--- config.mk ---
export PLATFORM = sky130hd
export DESIGN_NAME = wildcard_name_match_top
export DESIGN_NICKNAME = d
export VERILOG_FILES = /design/src/wnm_pkg.sv /design/src/wildcard_name_match_top.sv
export VERILOG_INCLUDE_DIRS = /design/src /design/src/src
export SDC_FILE = /design/constraint.sdc
export NUM_CORES = 1
export LEC_CHECK = 0
export ABC_CLOCK_PERIOD_IN_PS = 10800
export BUFFER_PORTS_ARGS = -buffer_cell sky130_fd_sc_hd__buf_2
export CORE_MARGIN = 5
export CORE_UTILIZATION = 55
export DETAILED_ROUTE_END_ITERATION = 12
export MAX_ROUTING_LAYER = met4
export PLACE_DENSITY = 0.72
export REMOVE_ABC_BUFFERS = 1
export SYNTH_ARGS = -nofsm -noshare
export SYNTH_HDL_FRONTEND = slang
export SYNTH_SLANG_ARGS = --single-unit
--- constraint.sdc ---
create_clock -name i_clk -period 10.8 [get_ports i_clk]
set_input_delay 2.16 -clock i_clk [delete_from_list [all_inputs] [get_ports i_clk]]
set_output_delay 2.16 -clock i_clk [all_outputs]
set_load 0.05 [all_outputs]
--- src/assert_macros.svh ---
// shared assertion macros for the rtl
`ifndef ASSERT_MACROS_SVH
`define ASSERT_MACROS_SVH

// property must hold at every rising clock edge outside reset
`define ASSERT_CLK(lbl, clk, rst_n, prop, msg) \
    lbl: assert property (@(posedge clk) disable iff (!rst_n) prop) else $error(msg);

// condition must never be seen at a rising clock edge outside reset
`define ASSERT_NEVER(lbl, clk, rst_n, cond, msg) \
    lbl: assert property (@(posedge clk) disable iff (!rst_n) !(cond)) else $error(msg);

`endif

--- src/wnm_pkg.sv ---
package wnm_pkg;

    // pattern capacity and derived widths
    localparam int PATTERN_MAX_BYTES = 32;
    localparam int COL_W             = PATTERN_MAX_BYTES + 1;
    localparam int LEN_W             = $clog2(PATTERN_MAX_BYTES + 1);
    localparam int KS_LEVELS         = $clog2(COL_W);

    // configuration register layout
    localparam int CFG_IDX_W   = 3;
    localparam int CFG_DATA_W  = 64;
    localparam int CFG_WORDS   = 4;
    localparam int WORD_SEL_W  = 2;
    localparam int PAT_LEN_W   = 6;
    localparam int PAT_FLAT_W  = CFG_WORDS * CFG_DATA_W;

    // glob characters
    localparam logic [7:0] GLOB_ANY_RUN = 8'h2A;
    localparam logic [7:0] GLOB_ONE     = 8'h3F;

    typedef enum logic [CFG_IDX_W-1:0] {
        CFG_PATTERN_LENGTH = 3'd0,
        CFG_PATTERN_WORD_0 = 3'd1,
        CFG_PATTERN_WORD_1 = 3'd2,
        CFG_PATTERN_WORD_2 = 3'd3,
        CFG_PATTERN_WORD_3 = 3'd4
    } t_cfg_index;

    typedef logic [COL_W-1:0] t_column;

endpackage

--- src/wildcard_name_match_top.sv ---
// matched is registered into the output register, or into the skid entry while the output register is still held
// throughput: one name byte per cycle while the skid entry is free; the whole column update is one combinational pass
// a two-entry output stage (register plus skid) keeps input ready while a result waits
// reset (i_rst_n low, synchronous): pattern registers cleared, no name in progress,
// output stage empty
module wildcard_name_match_top (
    input  logic                         i_clk,
    input  logic                         i_rst_n,
    // configuration write channel
    input  logic                         i_cfg_valid,
    output logic                         o_cfg_ready,
    input  logic [wnm_pkg::CFG_IDX_W-1:0]  i_cfg_index,
    input  logic [wnm_pkg::CFG_DATA_W-1:0] i_cfg_data,
    // name byte channel
    input  logic                         i_valid,
    output logic                         o_ready,
    input  logic [7:0]                   i_name_byte,
    input  logic                         i_last_byte,
    // result channel
    output logic                         o_valid,
    input  logic                         i_ready,
    output logic                         o_matched
);
    import wnm_pkg::*;

    `include "assert_macros.svh"

    // configuration registers
    logic [PAT_LEN_W-1:0]  r_pat_len;
    logic [CFG_DATA_W-1:0] r_pat_word [CFG_WORDS];

    // match state
    t_column r_col;
    logic    r_in_progress;

    // output stage
    logic r_out_valid;
    logic r_out_matched;
    logic r_skid_valid;
    logic r_skid_matched;

    logic                  in_xfer;
    logic                  out_xfer;
    logic                  push;
    logic [LEN_W-1:0]      len;
    logic [PAT_FLAT_W-1:0] pat_flat;
    t_column               len_mask;
    t_column               is_star;
    t_column               start_col;
    t_column               old_col;
    t_column               n_col;
    logic                  n_matched;

    assign o_cfg_ready = 1'b1;
    assign o_ready     = !r_skid_valid;
    assign o_valid     = r_out_valid;
    assign o_matched   = r_out_matched;
    assign in_xfer     = i_valid && o_ready;
    assign out_xfer    = r_out_valid && i_ready;
    assign push        = in_xfer && i_last_byte;

    // configuration write decode
    always_ff @(posedge i_clk) begin
        if (!i_rst_n) begin
            r_pat_len <= '0;
            for (int w = 0; w < CFG_WORDS; w++) begin
                r_pat_word[w] <= '0;
            end
        end else if (i_cfg_valid) begin
            unique case (i_cfg_index) inside
                CFG_PATTERN_LENGTH: begin
                    r_pat_len <= i_cfg_data[PAT_LEN_W-1:0];
                end
                CFG_PATTERN_WORD_0, CFG_PATTERN_WORD_1,
                CFG_PATTERN_WORD_2, CFG_PATTERN_WORD_3: begin
                    r_pat_word[WORD_SEL_W'(i_cfg_index - CFG_PATTERN_WORD_0)] <= i_cfg_data;
                end
                default: begin
                end
            endcase
        end
    end

    // saturated length and pattern byte classes
    always_comb begin
        len = (r_pat_len > PAT_LEN_W'(PATTERN_MAX_BYTES)) ?
              LEN_W'(PATTERN_MAX_BYTES) : r_pat_len[LEN_W-1:0];
        pat_flat = {r_pat_word[3], r_pat_word[2], r_pat_word[1], r_pat_word[0]};
        len_mask = '0;
        is_star  = '0;
        for (int i = 0; i < COL_W; i++) begin
            len_mask[i] = (LEN_W'(i) <= len);
        end
        for (int i = 1; i < COL_W; i++) begin
            is_star[i] = (pat_flat[(i - 1) * 8 +: 8] == GLOB_ANY_RUN);
        end
    end

    // start column: empty prefix plus every all-star prefix
    always_comb begin
        start_col    = '0;
        start_col[0] = 1'b1;
        for (int i = 1; i < COL_W; i++) begin
            start_col[i] = len_mask[i] &&
                           ((is_star | ~(t_column'((t_column'(1) << (i + 1)) - 1))
                             | t_column'(1)) == '1);
        end
        old_col = r_in_progress ? r_col : start_col;
    end

    // column update: star rows chain upward, solved as a parallel prefix
    always_comb begin
        t_column gen [KS_LEVELS+1];
        t_column prop [KS_LEVELS+1];
        logic [7:0] pc;
        gen[0]  = '0;
        prop[0] = '0;
        for (int i = 1; i < COL_W; i++) begin
            pc = pat_flat[(i - 1) * 8 +: 8];
            if (is_star[i]) begin
                gen[0][i]  = old_col[i];
                prop[0][i] = 1'b1;
            end else if (pc == GLOB_ONE) begin
                gen[0][i] = old_col[i - 1];
            end else begin
                gen[0][i] = old_col[i - 1] && (pc == i_name_byte);
            end
        end
        for (int d = 0; d < KS_LEVELS; d++) begin
            for (int i = 0; i < COL_W; i++) begin
                if (i >= (1 << d)) begin
                    gen[d + 1][i]  = gen[d][i] | (prop[d][i] & gen[d][i - (1 << d)]);
                    prop[d + 1][i] = prop[d][i] & prop[d][i - (1 << d)];
                end else begin
                    gen[d + 1][i]  = gen[d][i];
                    prop[d + 1][i] = prop[d][i];
                end
            end
        end
        n_col     = gen[KS_LEVELS] & len_mask;
        n_matched = n_col[len];
    end

    // match state update
    always_ff @(posedge i_clk) begin
        if (!i_rst_n) begin
            r_col         <= '0;
            r_in_progress <= 1'b0;
        end else if (in_xfer) begin
            if (i_last_byte) begin
                r_col         <= '0;
                r_in_progress <= 1'b0;
            end else begin
                r_col         <= n_col;
                r_in_progress <= 1'b1;
            end
        end
    end

    // output register with skid entry
    always_ff @(posedge i_clk) begin
        if (!i_rst_n) begin
            r_out_valid  <= 1'b0;
            r_skid_valid <= 1'b0;
        end else if (r_skid_valid) begin
            if (out_xfer) begin
                r_out_matched <= r_skid_matched;
                r_skid_valid  <= 1'b0;
            end
        end else if (push) begin
            if (!r_out_valid || out_xfer) begin
                r_out_valid   <= 1'b1;
                r_out_matched <= n_matched;
            end else begin
                r_skid_valid   <= 1'b1;
                r_skid_matched <= n_matched;
            end
        end else if (out_xfer) begin
            r_out_valid <= 1'b0;
        end
    end

    // checks
    `ASSERT_NEVER(a_skid_needs_out, i_clk, i_rst_n, r_skid_valid && !r_out_valid, "skid full with output empty")
    `ASSERT_CLK(a_last_ends_name, i_clk, i_rst_n, in_xfer && i_last_byte |=> !r_in_progress, "name still open after last byte")
    `ASSERT_CLK(a_byte_opens_name, i_clk, i_rst_n, in_xfer && !i_last_byte |=> r_in_progress, "name not open after inner byte")
    `ASSERT_NEVER(a_col_row0_clear, i_clk, i_rst_n, r_col[0], "empty pattern prefix matched a nonempty name")

endmodule

==> reports/qor.csv, run 1 <==
metric,value,unit
status,completed,
fin_skew,0.0270,ns
clk_path_buf_depth,3,
place_congestion,1.06,
seq_area,0.00857,sq mm
cpMaxStageDelayCell,buf_2,
drive_gt1_share,11.2,%
finish.utilization,61.5,%
cts_root_buf,clkbuf_16,
cap_violations,0,
grt_util_all_layers,34.0,%
multi_input_area,0.0103,sq mm
cpPeakStageDelay,0.69,ns
setup_viol,0,
clock_sinks,299,
endpoint_kind,register,
path_clk_slew,0.06,ns
syn-cell-area,0.0193,sq mm
met1_length,26400,um
antenna_left,0,
io_pins,85,
rsz0062_at_grt,no,
fillers,2887,
die_y,197,um
synth.yosys.seq_area_share,44.3,%
hpwl,46200,um
wl_per_cell,26.1,um
crit_type,input pin to register,
core,0.0346,sq mm
synth_edf_count,258,
start_util,55.8,%
cts_setup_buffers,0,
setup_tns,0,ns
cts_hold_buf,0,
cts_inserted_buffers,34,
maxSlewViolCount,0,
cts.htree.levels,2,
fin_hold_ws,0.452,ns
arrival,7.07,ns
stdcell_count,2517,
async_reset_ff_share,0,%
drt_iter0_markers,1664,
synth_top_flop_cell,edfxtp_1,
dp_cells,2455,
ir_worst_vdd,0.188,mV
highest_layer,met4,
finish.net_count,2121,
syn_inst,1989,
vias_per_cell,6.52,
die_x,197,um
synth_cell_types,103,
maxSlewHeadroom,7.37,%
wl_met3,5670,um
hp-class,register to register,
antenna_found_initial,0,
overflow,0,
wl,65600,um
synth_warnings,0,
portBuffers,83,
worst_pin_slew,1.38,ns
fmax,150,MHz
cp.required,11.19,ns
dr_total_vias,16400,
cts_resized,0,
syn_avg_cell_area,9.72,sq um
grt_pass1_wl,97400,um
route.met2.wl,30400,um
powerDensity,136,mW/mm^2
grt_max_degree,66,
rows,68,
cts_tree,built,
timing.critical_path.cells,"buf_2, buf_4, xor2_1, nor4_1, a31oi_1, nor2_1, a2bb2oi_1, a211oi_1, o21ai_0, a31oi_2, a211o_1, nand2_1, a31o_1, a2111oi_2, o41a_2, nor4b_2, a211oi_2",
path_max_fanout,21,
period_share,61.8,%
clk_latency,0.55,ns
dr.pass1.iters,6,
synth_seq_cells,299,
post-route-min-period,6.68,ns
area_growth,10.2,%
leakage,0.00744,uW
critPathLaunchType,input pin,
die-area,0.0390,sq mm
hold_viol,0,
grt_pass1_vias,15900,
drc,0,
[sequential cells by signal, indices dropped and copies added, names as in the netlist]
register        cells
o_valid             1
r_skid_valid        1
r_skid_matched      1
r_pat_len           6
r_col              32
o_matched           1
r_pat_word        256
r_in_progress       1
[cell usage in the layout, fill, tap and decap left out, types with 6 or more instances in the layout]
| cell | count |
|---|---|
| a211o_1 | 7 |
| a211oi_1 | 8 |
| a21o_1 | 11 |
| a21oi_1 | 68 |
| a22o_1 | 8 |
| a22oi_1 | 17 |
| a31oi_1 | 18 |
| a32oi_1 | 14 |
| and2_1 | 270 |
| and3_1 | 29 |
| buf_2 | 83 |
| buf_4 | 29 |
| clkbuf_1 | 6 |
| clkbuf_16 | 35 |
| clkinv_2 | 6 |
| dfxtp_1 | 40 |
| edfxtp_1 | 258 |
| inv_1 | 16 |
| mux2i_1 | 6 |
| nand2_1 | 145 |
| nand2b_1 | 14 |
| nand3_1 | 56 |
| nand4_1 | 77 |
| nor2_1 | 178 |
| nor3_1 | 44 |
| nor4_1 | 41 |
| nor4b_1 | 12 |
| nor4bb_1 | 14 |
| o2111ai_1 | 7 |
| o211ai_1 | 15 |
| o21ai_0 | 48 |
| o21ai_1 | 7 |
| o21bai_1 | 9 |
| o31ai_1 | 15 |
| or2_2 | 14 |
| or3_1 | 16 |
| or4_1 | 11 |
| xnor2_1 | 168 |
| xor2_1 | 88 |
[metrics by stage]
| step | power, uW | cell area (sq um) | setup slack, ns |
|---|---|---|---|
| 2_1_floorplan | 1580 | 18900 | 1.07 |
| 3_3_place_gp | 1700 | 20200 | 3.68 |
| 3_5_place_dp | 1710 | 20200 | 3.63 |
| 4_1_cts | 2910 | 21300 | 4.17 |
| 5_1_grt | 2990 | 21300 | 3.85 |
| 6_report | 2900 | 21300 | 4.12 |
[Yosys cell counts, types with 14 or more instances]
master,instances,area [sq um]
nand4_1,77,482
or3_1,16,100
buf_2,34,170
nand3_1,56,280
clkbuf_1,59,221
dfxtp_1,41,821
a31oi_1,18,113
a32oi_1,14,123
inv_1,16,60.1
and3_1,29,181
edfxtp_1,258,7750
and2_1,270,1690
or2_2,14,87.6
nor3_1,44,220
nor4_1,42,263
nand2_1,145,544
nor4bb_1,14,140
o211ai_1,15,113
o21ai_0,50,250
a22oi_1,17,128
xnor2_1,168,1470
xor2_1,88,771
nor2_1,181,679
a21oi_1,68,340
nand2b_1,15,93.8
o31ai_1,16,120
[final cells by class]
type	count	area share (%)
tap	455	2.67
multi-input combinational	1572	48.4
clock buffer	42	4.28
sequential	299	40.2
timing repair buffer	112	2.97
antenna	1	0.0118
inverter	17	0.300
clock inverter	19	1.08
[power breakdown]
group / switching, uW / total, uW / leakage (uW) / internal [uW]
registers: 70.8 / 1400 / 0.00280 / 1330
logic: 183 / 295 / 0.00408 / 112
clock network: 482 / 1200 / 0.000559 / 723
[layer usage]
metal / GRT usage [%] / up-vias
met2: 53.0 / 882
met1: 44.6 / 7957
met4: 14.1 / 0
met3: 5.27 / 193
li1: - / 7370
met5: - / -
[worst paths after layout]
| path | from | to | slack (ns) | depth (start not counted) |
|---|---|---|---|---|
| hold / removal | r_col[2] | r_col[2] | 0.45 | 2 |
| hold reg to reg | r_col[2] | r_col[2] | 0.45 | 2 |
| setup reg to reg | r_pat_word[0][48] | o_matched | 5.21 | 15 |
| setup / recovery | i_name_byte[3] | o_matched | 4.12 | 17 |
[critical path: cells and delay by family]
kind	cells	cell delay, ns
buf+inv	2	1.09
xor+xnor	1	0.10
simple gates	4	0.91
compound gates	10	2.78
[kinds of logic after synthesis]
logic type	after synthesis	synth area share [%]
compound gates	323	12.1
xor+xnor	256	11.6
fa+ha+maj	4	0.259
buf+inv	118	2.67
flops	299	44.3
mux	7	0.369
other cells	1	0.0194
simple gates	981	28.6
Note: power is estimated with default switching activity, not from simulation.
==> run 2: changes to the inputs <==
--- a/config.mk
+++ b/config.mk
@@ -6,7 +6,7 @@
 export SDC_FILE = /design/constraint.sdc
 export NUM_CORES = 1
 export LEC_CHECK = 0
-export ABC_CLOCK_PERIOD_IN_PS = 10800
+export ABC_CLOCK_PERIOD_IN_PS = 6800
 export BUFFER_PORTS_ARGS = -buffer_cell sky130_fd_sc_hd__buf_2
 export CORE_MARGIN = 5
 export CORE_UTILIZATION = 55
==> constraint.sdc (replaced) <==
create_clock -name i_clk -period 6.8 [get_ports i_clk]
set_input_delay 1.36 -clock i_clk [delete_from_list [all_inputs] [get_ports i_clk]]
set_output_delay 1.36 -clock i_clk [all_outputs]
set_load 0.05 [all_outputs]
==> reports/qor.csv, run 2 (same netlist as run 1, synthesis figures left out) <==
metric,value,unit
top_usage_layer,met2,
reg_top3,"r_pat_word x256, r_col x32, r_pat_len x6",
grt_util_all_layers,34.2,%
area_growth,10.2,%
portBuffers,83,
cpMaxStageDelayCell,nor4b_1,
pwr-share-comb,10.4,%
mostFrequentLayoutCells,"and2_1 (270), edfxtp_1 (258), nor2_1 (178), xnor2_1 (168), nand2_1 (145)",
hpwl,49200,um
grt_pass1_vias,15900,
clock_sinks,299,
fmax,173,MHz
cpPeakStageDelay,1.10,ns
wl_per_cell,26.2,um
cp.required,7.20,ns
r2r_slack,1.00,ns
cts_resized,0,
dr_total_vias,16400,
rsz0062_at_grt,no,
antenna_cells,0,
die_x,197,um
timing.critical_path.cells,"nor4b_1, nand4_1, nor3_4, nand4_4, o41ai_4, nand2_1, a31oi_1, nor2_1, o311ai_4, a41oi_4, or2_1, o2111ai_1, nor2_1, a211oi_2",
setup_slack,1.00,ns
fin_skew,0.0131,ns
arrival,6.19,ns
io_pins,85,
drive_gt1_share,11.6,%
finish.net_count,2129,
cts_tree,built,
hold_viol,0,
hold_end,r_col[29],
drc,0,
path_clk_slew,0.06,ns
dp_slack,0.965,ns
setup_viol,0,
design_area,0.0213,sq mm
period_share,85.2,%
switchingPower,1180,uW
cap_violations,0,
cts_inserted_buffers,34,
p_seq_share,49.4,%
stdcell_count,2522,
critPathLaunchType,register,
timing.rr.start,r_pat_word[1][49],
status,completed,
intPower,3330,uW
dr.pass1.iters,7,
wl,66000,um
final_common_cell,and2_1,
startpoint,r_pat_word[1][49],
post-route-min-period,5.80,ns
drt_iter0_markers,1755,
start_util,55.8,%
leakage,0.00744,uW
maxSlewHeadroom,9.74,%
whs_path_depth,2,
antenna_found_initial,0,
vias_per_cell,6.49,
p_sw_share,26.2,%
place_congestion,1.04,
placed_area,0.0202,sq mm
die_y,197,um
rr_endpoint,o_matched,
met3_usage,6.50,%
largest_reg_flops,256,
top_register,r_pat_word,
dp_cells,2463,
hp-start,r_col[29],
rr_worst_depth,14,
grt_use_met1,43.0,%
grtUsageMet2,54.7,%
cts_setup_buffers,0,
crit_type,register to register,
power_frac_clock,40.2,%
powerDensity,212,mW/mm^2
clk_latency,0.55,ns
path_common_cell,nor2_1,
setup_tns,0,ns
cts_hold_buf,0,
path_max_fanout,10,
core,0.0346,sq mm
cts.htree.levels,2,
maxSlewViolCount,0,
ir_worst_vdd,0.234,mV
cts_root_buf,clkbuf_16,
grt_max_degree,66,
overflow,0,
hp-class,register to register,
grt_pass1_wl,97700,um
worst_pin_slew,1.34,ns
antenna_left,0,
die-area,0.0390,sq mm
endpoint_kind,register,
clk_path_buf_depth,3,
rows,68,
run 2: cell count changes in the layout (fill, tap and decap cells not counted):
cell	previous run	this run
clkinv_8	0	1
diode_2	1	0
clkinv_4	1	2
buf_4	29	36
clkbuf_8	1	3
clkinv_1	5	2
clkinv_2	6	3
clkinvlp_4	1	4
clkbuf_16	35	34
inv_6	2	3
bufinv_16	5	2
buf_12	0	1
run 2: worst max path at each step:
| stage | endpoint | slack (ns) | depth (start not counted) |
|---|---|---|---|
| 6_report | o_matched | 1.00 | 14 |
| 5_1_grt | o_matched | 0.91 | 14 |
| 3_5_place_dp | o_matched | 0.97 | 17 |
| 2_1_floorplan | r_pat_word[0][0] | -2.13 | 4 |
| 3_3_place_gp | r_skid_matched | 1.04 | 17 |
| 4_1_cts | o_matched | 1.21 | 15 |
run 2: cell type report:
class	count	area [sq um]
fillers	2845	13300
multi-input cells	1572	10300
flip-flops and latches	299	8570
clock buffers	43	915
repair buffers	120	706
well taps	455	569
clock inverters	16	169
inverters	17	63.8
run 2: worst max-delay path, delay by kind of cell (launching register included):
kind / cells / cell delay (ns)
DFF: 1 / 0.50
AOI/OAI and AO/OA: 6 / 1.81
and+or+nand+nor: 8 / 3.33
run 2: per-layer routing:
metal | up-vias | wire [um]
met3 | 181 | 5590
met2 | 816 | 31100
met1 | 7977 | 26300
met5 | - | 0
met4 | 0 | 2960
li1 | 7395 | -
run 2: stage by stage:
step / util, % / power (uW) / hold slack, ns
after floorplan: - / 2510 / 0.427
after global placement: 58.4 / 2710 / 0.438
after detailed placement: 58.4 / 2730 / 0.446
after CTS: 61.5 / 4530 / 0.453
after global routing: 61.5 / 4660 / 0.473
final: 61.5 / 4510 / 0.451
run 2: power groups by stage:
stage	registers, uW	clock network (uW)	logic [uW]
3_5_place_dp	2270	0	462
2_1_floorplan	2240	0	268
4_1_cts	2230	1840	465
6_report	2230	1810	470
5_1_grt	2240	1920	503
3_3_place_gp	2260	0	450
